==> src/assert_macros.svh <==
// Assertion helpers shared by the modules that check themselves.
// Each macro takes a label, a clock, an active-low reset, a property body and a message.
`ifndef ASSERT_MACROS_SVH
`define ASSERT_MACROS_SVH
`ifndef SYNTHESIS
`define ASD_ASSERT(label, clk, rst_n, prop, msg) \
  label: assert property (@(posedge clk) disable iff (!rst_n) (prop)) else $error(msg);
`define ASD_NEVER(label, clk, rst_n, expr, msg) \
  label: assert property (@(posedge clk) disable iff (!rst_n) !(expr)) else $error(msg);
`else
`define ASD_ASSERT(label, clk, rst_n, prop, msg)
`define ASD_NEVER(label, clk, rst_n, expr, msg)
`endif
`endif

==> src/asd_pkg.sv <==
package asd_pkg;

  localparam int unsigned QUEUE_SLOTS_DEF = 16;
  localparam int unsigned DATA_WIDTH_DEF  = 16;

  localparam logic ACT_ENQ = 1'b0;
  localparam logic ACT_DEQ = 1'b1;

  localparam logic ST_DONE    = 1'b0;
  localparam logic ST_REFUSED = 1'b1;

  typedef struct packed {
    logic        action;
    logic [15:0] value;
  } in_t;

  typedef struct packed {
    logic        status;
    logic [15:0] data;
  } out_t;

  // Commands from the sequencer to the datapath.
  typedef struct packed {
    logic load;      // capture the accepted beat
    logic rd_tail;   // read address: 0 = head, 1 = entry before the tail
    logic cap_head;  // keep the head value that has just been read
    logic exec;      // apply the operation and present the result
  } cmd_t;

endpackage

==> src/asd_ctrl.sv <==
module asd_ctrl (
  input  logic          clk_i,
  input  logic          rst_ni,
  input  logic          start_i,
  output logic          busy_o,
  output asd_pkg::cmd_t cmd_o
);
  import asd_pkg::*;

  localparam logic [1:0] S_IDLE = 2'd0;
  localparam logic [1:0] S_RDH  = 2'd1;
  localparam logic [1:0] S_RDT  = 2'd2;
  localparam logic [1:0] S_EXEC = 2'd3;

  logic [1:0] state_q, state_d;

  always_comb begin
    state_d = state_q;
    cmd_o   = '0;
    unique case (state_q)
      S_IDLE: begin
        if (start_i) begin
          cmd_o.load = 1'b1;
          state_d    = S_RDH;
        end
      end
      S_RDH: begin
        state_d = S_RDT;
      end
      S_RDT: begin
        cmd_o.rd_tail  = 1'b1;
        cmd_o.cap_head = 1'b1;
        state_d        = S_EXEC;
      end
      S_EXEC: begin
        cmd_o.exec = 1'b1;
        state_d    = S_IDLE;
      end
      default: begin
        state_d = S_IDLE;
      end
    endcase
  end

  always_ff @(posedge clk_i or negedge rst_ni) begin
    if (!rst_ni) begin
      state_q <= S_IDLE;
    end else begin
      state_q <= state_d;
    end
  end

  assign busy_o = (state_q != S_IDLE);

endmodule

==> src/asd_datapath.sv <==
module asd_datapath #(
  parameter int unsigned QUEUE_SLOTS = asd_pkg::QUEUE_SLOTS_DEF,
  parameter int unsigned DATA_WIDTH  = asd_pkg::DATA_WIDTH_DEF
) (
  input  logic          clk_i,
  input  logic          rst_ni,
  input  asd_pkg::cmd_t cmd_i,
  input  asd_pkg::in_t  req_i,
  output logic          valid_o,
  output asd_pkg::out_t res_o
);
  import asd_pkg::*;

  localparam int unsigned PtrW = $clog2(QUEUE_SLOTS);
  localparam logic [PtrW-1:0] LastIdx = PtrW'(QUEUE_SLOTS - 1);

  logic [DATA_WIDTH-1:0] slots_mem [QUEUE_SLOTS];
  logic [DATA_WIDTH-1:0] rdata_q;
  logic [DATA_WIDTH-1:0] head_val_q;
  logic [PtrW-1:0]       head_q, head_d, tail_q, tail_d;
  logic [PtrW-1:0]       rd_addr, wr_addr;
  logic [PtrW-1:0]       head_nxt, head_prv, tail_nxt, tail_prv;
  logic                  wr_en;
  logic [DATA_WIDTH-1:0] item_val;
  logic [DATA_WIDTH:0]   pair_sum;
  logic [DATA_WIDTH-1:0] avg;
  logic                  is_empty, is_full;
  in_t                   item_q;
  out_t                  res_q, res_d;
  logic                  valid_q;

  assign head_nxt = (head_q == LastIdx) ? '0 : head_q + 1'b1;
  assign head_prv = (head_q == '0) ? LastIdx : head_q - 1'b1;
  assign tail_nxt = (tail_q == LastIdx) ? '0 : tail_q + 1'b1;
  assign tail_prv = (tail_q == '0) ? LastIdx : tail_q - 1'b1;

  assign is_empty = (head_q == tail_q);
  assign is_full  = (tail_nxt == head_q);

  assign rd_addr  = cmd_i.rd_tail ? tail_prv : head_q;
  assign item_val = (DATA_WIDTH)'(item_q.value);

  // In the execute cycle the read register holds the tail value.
  assign pair_sum = {1'b0, head_val_q} + {1'b0, rdata_q};
  assign avg      = pair_sum[DATA_WIDTH:1];

  always_comb begin
    head_d  = head_q;
    tail_d  = tail_q;
    wr_en   = 1'b0;
    wr_addr = tail_q;
    res_d   = '0;
    if (cmd_i.exec) begin
      if (item_q.action == ACT_ENQ) begin
        if (is_full) begin
          res_d.status = ST_REFUSED;
        end else if (is_empty || (item_val >= avg)) begin
          wr_en  = 1'b1;
          tail_d = tail_nxt;
        end else begin
          wr_en   = 1'b1;
          wr_addr = head_prv;
          head_d  = head_prv;
        end
      end else begin
        if (is_empty) begin
          res_d.status = ST_REFUSED;
        end else begin
          res_d.data = 16'(head_val_q);
          head_d     = head_nxt;
        end
      end
    end
  end

  always_ff @(posedge clk_i) begin
    if (wr_en) begin
      slots_mem[wr_addr] <= item_val;
    end
    rdata_q <= slots_mem[rd_addr];
  end

  always_ff @(posedge clk_i) begin
    if (cmd_i.load) begin
      item_q <= req_i;
    end
    if (cmd_i.cap_head) begin
      head_val_q <= rdata_q;
    end
    if (cmd_i.exec) begin
      res_q <= res_d;
    end
  end

  always_ff @(posedge clk_i or negedge rst_ni) begin
    if (!rst_ni) begin
      head_q  <= '0;
      tail_q  <= '0;
      valid_q <= 1'b0;
    end else begin
      head_q  <= head_d;
      tail_q  <= tail_d;
      valid_q <= cmd_i.exec;
    end
  end

  assign valid_o = valid_q;
  assign res_o   = res_q;

endmodule

==> src/average_split_deque.sv <==
// Channel  | Handshake        | Payload          | Direction
// ---------+------------------+------------------+----------
// command  | start_i, busy_o  | req_i  (in_t)    | in
// result   | valid_o (strobe) | res_o  (out_t)   | out
//
// Every beat steps through capture, read of the head slot, read of the slot
// before the tail, then execution with the slot write and pointer update.
// The reads are serial because the slot memory has a single read port, read twice per beat.
// The result shows for one cycle after execution; busy_o is already low then.
// Reset clears the head and tail pointers; the slot memory is not cleared.
// The receiver cannot stall, so a result is never held back.
`include "assert_macros.svh"

module average_split_deque #(
  parameter int unsigned QUEUE_SLOTS = asd_pkg::QUEUE_SLOTS_DEF,
  parameter int unsigned DATA_WIDTH  = asd_pkg::DATA_WIDTH_DEF
) (
  input  logic          clk_i,
  input  logic          rst_ni,
  input  logic          start_i,
  output logic          busy_o,
  input  asd_pkg::in_t  req_i,
  output logic          valid_o,
  output asd_pkg::out_t res_o
);
  import asd_pkg::*;

  cmd_t cmd;

  // The sequencer steps each beat through its read and execute cycles.
  asd_ctrl u_ctrl (
    .clk_i   (clk_i),
    .rst_ni  (rst_ni),
    .start_i (start_i),
    .busy_o  (busy_o),
    .cmd_o   (cmd)
  );

  // The datapath holds the slot memory, both pointers and the result register.
  asd_datapath #(
    .QUEUE_SLOTS (QUEUE_SLOTS),
    .DATA_WIDTH  (DATA_WIDTH)
  ) u_dp (
    .clk_i   (clk_i),
    .rst_ni  (rst_ni),
    .cmd_i   (cmd),
    .req_i   (req_i),
    .valid_o (valid_o),
    .res_o   (res_o)
  );

  // An accepted beat always yields its result.
  `ASD_ASSERT(a_result_latency, clk_i, rst_ni, (start_i && !busy_o) |-> ##4 valid_o, "result missing after accepted beat")
  // A result is shown for a single cycle only.
  `ASD_ASSERT(a_single_strobe, clk_i, rst_ni, valid_o |=> !valid_o, "result strobe held longer than one cycle")
  // A refused operation never carries data.
  `ASD_ASSERT(a_refused_zero, clk_i, rst_ni, (valid_o && (res_o.status == ST_REFUSED)) |-> (res_o.data == '0), "refused result carries data")
  // The sequencer is idle whenever a result is shown.
  `ASD_NEVER(a_strobe_idle, clk_i, rst_ni, valid_o && busy_o, "result shown while busy")

endmodule
==> config.mk <==
export PLATFORM = sky130hd
export DESIGN_NAME = average_split_deque
export DESIGN_NICKNAME = d
export VERILOG_FILES = /design/src/asd_pkg.sv /design/src/asd_ctrl.sv /design/src/asd_datapath.sv /design/src/average_split_deque.sv
export VERILOG_INCLUDE_DIRS = /design/src /design/src/src
export SDC_FILE = /design/constraint.sdc
export NUM_CORES = 1
export LEC_CHECK = 0
export ABC_AREA = 1
export BUFFER_PORTS_ARGS = -buffer_cell sky130_fd_sc_hd__buf_2
export CAP_MARGIN = 40
export CORE_MARGIN = 8
export CORE_UTILIZATION = 35
export DETAILED_ROUTE_END_ITERATION = 8
export PLACE_DENSITY = 0.51
export SYNTH_ARGS = -nofsm -noshare
export SYNTH_HDL_FRONTEND = slang
export SYNTH_SLANG_ARGS = --single-unit
==> constraint.sdc <==
create_clock -name clk_i -period 8 [get_ports clk_i]
set_input_delay 0 -clock clk_i [delete_from_list [all_inputs] [get_ports clk_i]]
set_output_delay 0 -clock clk_i [all_outputs]
set_load 0.01 [all_outputs]
## Word level (Yosys, flattened, before mapping)

Memory sizes are Yosys's and may differ from the RTL's. A register that Yosys moved wholly into a read port is not among the register bits.
Index checks and enable logic that the tools add are counted.

- Reduce and logical (&&, ||, !) cells: 8
- Equal/unequal tests: 11
- Add/subtract/negate cells: 5
- Muxes and demuxes: 27
- Bitwise logic cells: 2
- Magnitude comparators: 1

Operators by type and width:

| operator | number |
|---|---|
| $mux W4 | 13 |
| $add A16 B16 Y17 | 1 |
| $ge A16 B16 Y1 | 1 |
| $mux W1 | 11 |
| $add A4 B1 Y4 const B | 2 |
| $eq A4 B4 Y1 | 2 |
| $eq A4 B4 Y1 const B | 2 |
| $logic_not A4 Y1 | 2 |
| $pmux W2 S4 | 1 |
| $reduce_and A4 Y1 | 2 |
| $sub A4 B1 Y4 const B | 2 |
| $ne A2 B2 Y1 const B | 3 |
| $eq A2 B2 Y1 const B | 2 |
| $mux W2 | 2 |
| $eq A2 B1 Y1 const B | 1 |
| $logic_not A2 Y1 | 1 |
| $ne A2 B1 Y1 const B | 1 |
| $not A1 Y1 | 2 |
| $reduce_bool A2 Y1 | 1 |
| $reduce_or A2 Y1 | 1 |
| $logic_or A1 B1 Y1 | 1 |

- Output and inout bits: 19
- RAM bits: 256
- Flip-flop bits (word level): 61
- Memories: 1
- Bits of input ports: 20

Memories:

| memory | depth | bits a word | rd ports | clocked after memory_dff | wr ports | RTL line | text |
|---|---|---|---|---|---|---|---|
| u_dp.slots_mem | 16 | 16 | 1 | 1 | 1 | asd_datapath.sv:17 | `logic [DATA_WIDTH-1:0] slots_mem [QUEUE_SLOTS];` |

## Logic depth before layout (Yosys ltp)

- Depth in word-level cells: 8
- Gate-level depth with buffers: 24

## Hierarchy

From an unflattened synthesis, not the netlist that was laid out.

- Cell total of the unflattened synthesis: 1,200
- Area total of the unflattened synthesis: 14,446.4 um^2

By module, submodules not included:

| module | times used | area each (um^2) | cells each | seq. area each (um^2) |
|---|---|---|---|---|
| asd_datapath | 1 | 14,276.2 | 1,177 | 9,734.3 |
| asd_ctrl | 1 | 170.2 | 23 | 50.0 |

## Worst setup path before layout

Ideal clock, no wire load.

- Path kind: reg2reg
- Start: register u_dp.head_val_q[2]
- End: memory u_dp.slots_mem[0][0] (netlist name) (enable)
- Data arrival time: 3,747 ps
- Clock period less this slack: 4,135 ps
- Setup slack: 3,865 ps
- Library setup time: 388 ps
- Stages on the path, launching flop included: 21
- Path buffers: 1
- Path through: edfxtp_1 > ha_1 > nand2_1 > o21ai_0 > a21boi_0 > o21ai_0 > nand3_1 > nand2_1 > xnor2_1 > ha_1 > nand2_1 > o21a_1 > nand2_1 > nor2_2 > nand2_4 > nor2_4 > buf_6 > nand2_2 > nand2_2 > nand3_2 > nor2_1

- Longest elaborated chain between the ends: 7

RTL lines:

| item | RTL line | text |
|---|---|---|
| start: declaration | asd_datapath.sv:19 | `logic [DATA_WIDTH-1:0] head_val_q;` |
| start signal: assignment | asd_datapath.sv:88 | `head_val_q <= rdata_q;` |
| $add A16 B16 Y17 | asd_datapath.sv:44 | `assign pair_sum = {1'b0, head_val_q} + {1'b0, rdata_q};` |
| $ge A16 B16 Y1 | asd_datapath.sv:57 | `end else if (is_empty \|\| (item_val >= avg)) begin` |
| $logic_or A1 B1 Y1 | asd_datapath.sv:57 |  |
| $mux W4 | asd_datapath.sv:57 |  |
| $mux W4 | asd_datapath.sv:55 | `if (is_full) begin` |
| $mux W4 | asd_datapath.sv:54 | `if (item_q.action == ACT_ENQ) begin` |
| $mux W4 | asd_datapath.sv:53 | `if (cmd_i.exec) begin` |
| end: declaration | asd_datapath.sv:17 |  |

Every way passes these cells.

## Worst setup path after layout

- Start: register u_dp.head_val_q[2]
- End: memory u_dp.slots_mem[9][8] (netlist name) (enable)

Same word-level chain as after synthesis.

==> impl_results.md <==
* Worst-skew pair later-pin latency at between 0.5 and 0.6 ns
* Site Rows at 74
* Syn_area_per_cell at ~12 um^2
* Pwr Density at 442.6 nW/um^2
* Vias per std cell at just over 5
* Fmax at between 200 and 250 MHz
* Initial antenna violation count at 1
* Layout cells sized above 1 at between 10 and 15%
* H-tree levels at 2
* Peak supply drop at roughly 0.25 mV
* Power share of the sequential group at between 30% and 40%
* All-Layer GR Usage at 16.23%
* Remaining Overflow, GRT at 0
* Hold EP: u_dp.item_val[9]$_DFFE_PP_
* Most frequent cells in the layout: 306 x edfxtp_1, 152 x a21oi_1, 150 x o21ai_0, 117 x inv_1, 92 x nand2_1
* Synthesis-to-finish area growth at 16.41%
* Crit-path slowest cell: nor2_2
* CP required at ~8 ns
* Top cells by area, synth: edfxtp_1 64%, a21oi_1 5.3%, o21ai_0 5.2%
* CP most frequent cell: nand2_1
* WP data arrival at 4.92 ns
* Final Total Pwr at approximately 7400 uW
* Syn Inst Count at between 1000 and 1500
* CTS clk-pin slew, worst paths at ~0.06 ns
* Synth top area share at 63.65%
* WHS at between 0.15 and 0.2 ns
* Slew Limit Fails at 0
* Synth cell types at 44
* Synth warn at 0
* R2R Setup Slk at between 3 and 4 ns
* Clock Sinks at between 300 and 400
* Final Skew at 0.01517 ns
* DRT Pass-1 Iters at 5
* Initial Util at between 30% and 40%
* NetSw at between 3000 and 4000 uW
* Die W at ~220 um
* Final ANT Viol Nets at 0
* Internal power at about 4300 uW
* Startpoint types: register
* Switching portion of total power at a little over two fifths
* Setup WS pre-CTS at ~3.2 ns
* Ports at 39
* Final setup TNS at 0 ns
* Crit Path Category: reg2reg
* Synthesized flop and latch total at around 330
* Placed Cells at 1728
* Clock network power share at a little under a quarter
* Status: complete, no violations
* Core Area at just over 40000 um^2
* Post-synth ARST share at 3.303%
* Most common cell after layout, fill and taps aside: edfxtp_1
* Post-Syn Area at 14440 um^2
* R2r startpoint: u_dp.head_val_q[2]$_DFFE_PP_
* Routed vias at 9328
* Min-Delay Path Class: in2reg
* Routed WL at roughly 39000 um
* Mapped Nets at roughly 1300
* CTS Root Cell: clkbuf_16
* Resize count post-CTS at 0
* Period utilization at between 50% and 60%
* Combinational Power Share at between 40% and 50%
* Buffers on Ports at 38
* WL per Instance at ~22 um
* Fin. Hold Viols at 0
* Non-filler instance count after layout at around 1800
* Hold path startpoint: req_i[9]
* Final WS setup at between 3 and 4 ns
* Clock buffer depth at 3
* Iter 0 DRT Violations at approximately 670
* Critical Path Sink Type: register
* CP max stage delay at 0.77 ns
* Nets at between 1000 and 1500
* Reg2reg end: u_dp.slots_mem[9][8]$_DFFE_PP_
* Fill cells at between 3000 and 4000
* Max_cap viols at 0
* Post-synth EDFFs at slightly above 300
* R2R depth at 19
* Worst setup startpoint: u_dp.head_val_q[2]$_DFFE_PP_
* Sequence of cells on the critical path: ha_1, nand2_1, o21ai_0, a21boi_0, o21ai_0, a21oi_1, xor2_1, ha_1, nand2_1, o21ai_0, nand2_1, nand2_1, nor2_2, nand2_4, nor2_4, nand2_1, o21ai_2, nand2_1, nor2_2
* Final setup fails at 0
* Post-synthesis sequential area ratio at 67.77%
* Unrepaired setup endpoints after global routing: false
* Final Wtd Congestion at about 0.88
* Die ar. at a little under 50000 um^2
* Die height at ~220 um
* CTS tree: yes
* DRC at 0
* Largest net degree at the start of global routing at ~90
* Minimum clock period at around 4.8 ns
* Cell taking the most area after synthesis: edfxtp_1
* Hold Crit Depth at 2
* Leak pwr at 0.006073 uW
* First-pass GRT wire length at ~58000 um
* Least-Margin Pin Slew at 0.9257 ns
* Worst-path maximum fanout at 16
* Rel. slew slack at 38.29%
* Ys flop type: edfxtp_1
* CTS buffer count at 38
* Vias in the first global route at between 9000 and 10000
* HPWL after DPL at between 20000 and 25000 um
## cell type report
type                            instances  area [um^2]  area share, %
Antenna cell                            1        2.502        0.01489
Clock buffer                           46         1032          6.142
Clock inverter                         17        165.2         0.9827
Inverter                              122        460.4          2.740
Multi-Input combinational cell        672         3968          23.61
Sequential cell                       333         9784          58.22
Tap cell                              532        665.6          3.961
Timing Repair Buffer                   90        728.2          4.333
## timing repair
item                                   in CTS  in global routing
endpoints found under the hold margin      30                  0
buffers inserted                            0                  0
hold buffers                               20                  0
## worst max path at each step
stage / cells after the start / slack, ns / to
floorplan: 20 / 3.86 / u_dp.slots_mem[0][0]$_DFFE_PP_
global placement: 19 / 3.20 / u_dp.slots_mem[8][3]$_DFFE_PP_
detailed placement: 19 / 3.22 / u_dp.slots_mem[12][5]$_DFFE_PP_
CTS: 19 / 3.19 / u_dp.slots_mem[12][15]$_DFFE_PP_
global route: 19 / 2.76 / u_dp.slots_mem[9][8]$_DFFE_PP_
finish: 19 / 3.22 / u_dp.slots_mem[9][8]$_DFFE_PP_
## kinds of logic after synthesis
group	synth area share, %
flops	67.77
xor+xnor	1.395
compound gates	14.85
simple gates	7.115
fa+ha+maj	3.605
buf+inv	5.269
## power groups by stage
stage                     clock network (uW)  logic [uW]  registers [uW]
final                                   1690        3440            2310
after global routing                    1780        3800            2340
after CTS                               1720        3450            2320
after detailed placement                   0        3430            2350
after global placement                     0        3360            2350
after floorplan                            0        2260            2350
## cell usage after synthesis, types with 3 or more instances
cell / n
dfrtp_1: 11
nand3_1: 49
a21oi_1: 152
o21ai_2: 4
nand2_2: 10
buf_2: 15
buf_1: 3
xor2_1: 14
dfxtp_1: 16
inv_1: 117
buf_6: 4
inv_2: 4
o21ai_0: 150
buf_4: 5
nand2_1: 95
nand3_2: 5
o211ai_1: 64
ha_1: 40
o21bai_1: 3
xnor2_1: 9
clkbuf_1: 35
edfxtp_1: 306
nor2_1: 49
## metrics by stage
| step | util [%] | instance area (um^2) |
|---|---|---|
| floorplan | - | 14440 |
| global placement | 37.43 | 15250 |
| detailed placement | 37.78 | 15390 |
| CTS | 41.21 | 16790 |
| global route | 41.25 | 16800 |
| finish | 41.25 | 16810 |
## critical path, delay by kind of cell, from the launching register on
family	cells	cell delay, ns
adder cells (fa/ha/maj)	2	0.63
XOR/XNOR	1	0.18
flip-flops	1	0.38
AO/OA/AOI/OAI	6	1.24
AND/OR/NAND/NOR	10	1.96
## layer usage
layer / routed length [um] / up-vias / track usage (%)
met5: 0 / - / 0
met4: 1229 / 0 / 5.738
met3: 2673 / 75 / 3.222
met2: 17720 / 308 / 25.11
met1: 17690 / 4503 / 22.51
li1: - / 4442 / -
## state kept, by name (all words and copies together), names as in the netlist
register         flops
u_dp.head_q          4
u_dp.tail_q          4
u_ctrl.state_q       2
u_dp.item_val       16
u_dp.res_o          17
u_dp.valid_o         1
u_dp.item_q          1
u_dp.head_val_q     16
u_dp.slots_mem     256
u_dp.rdata_q        16
(Power assumes the default switching activity.)
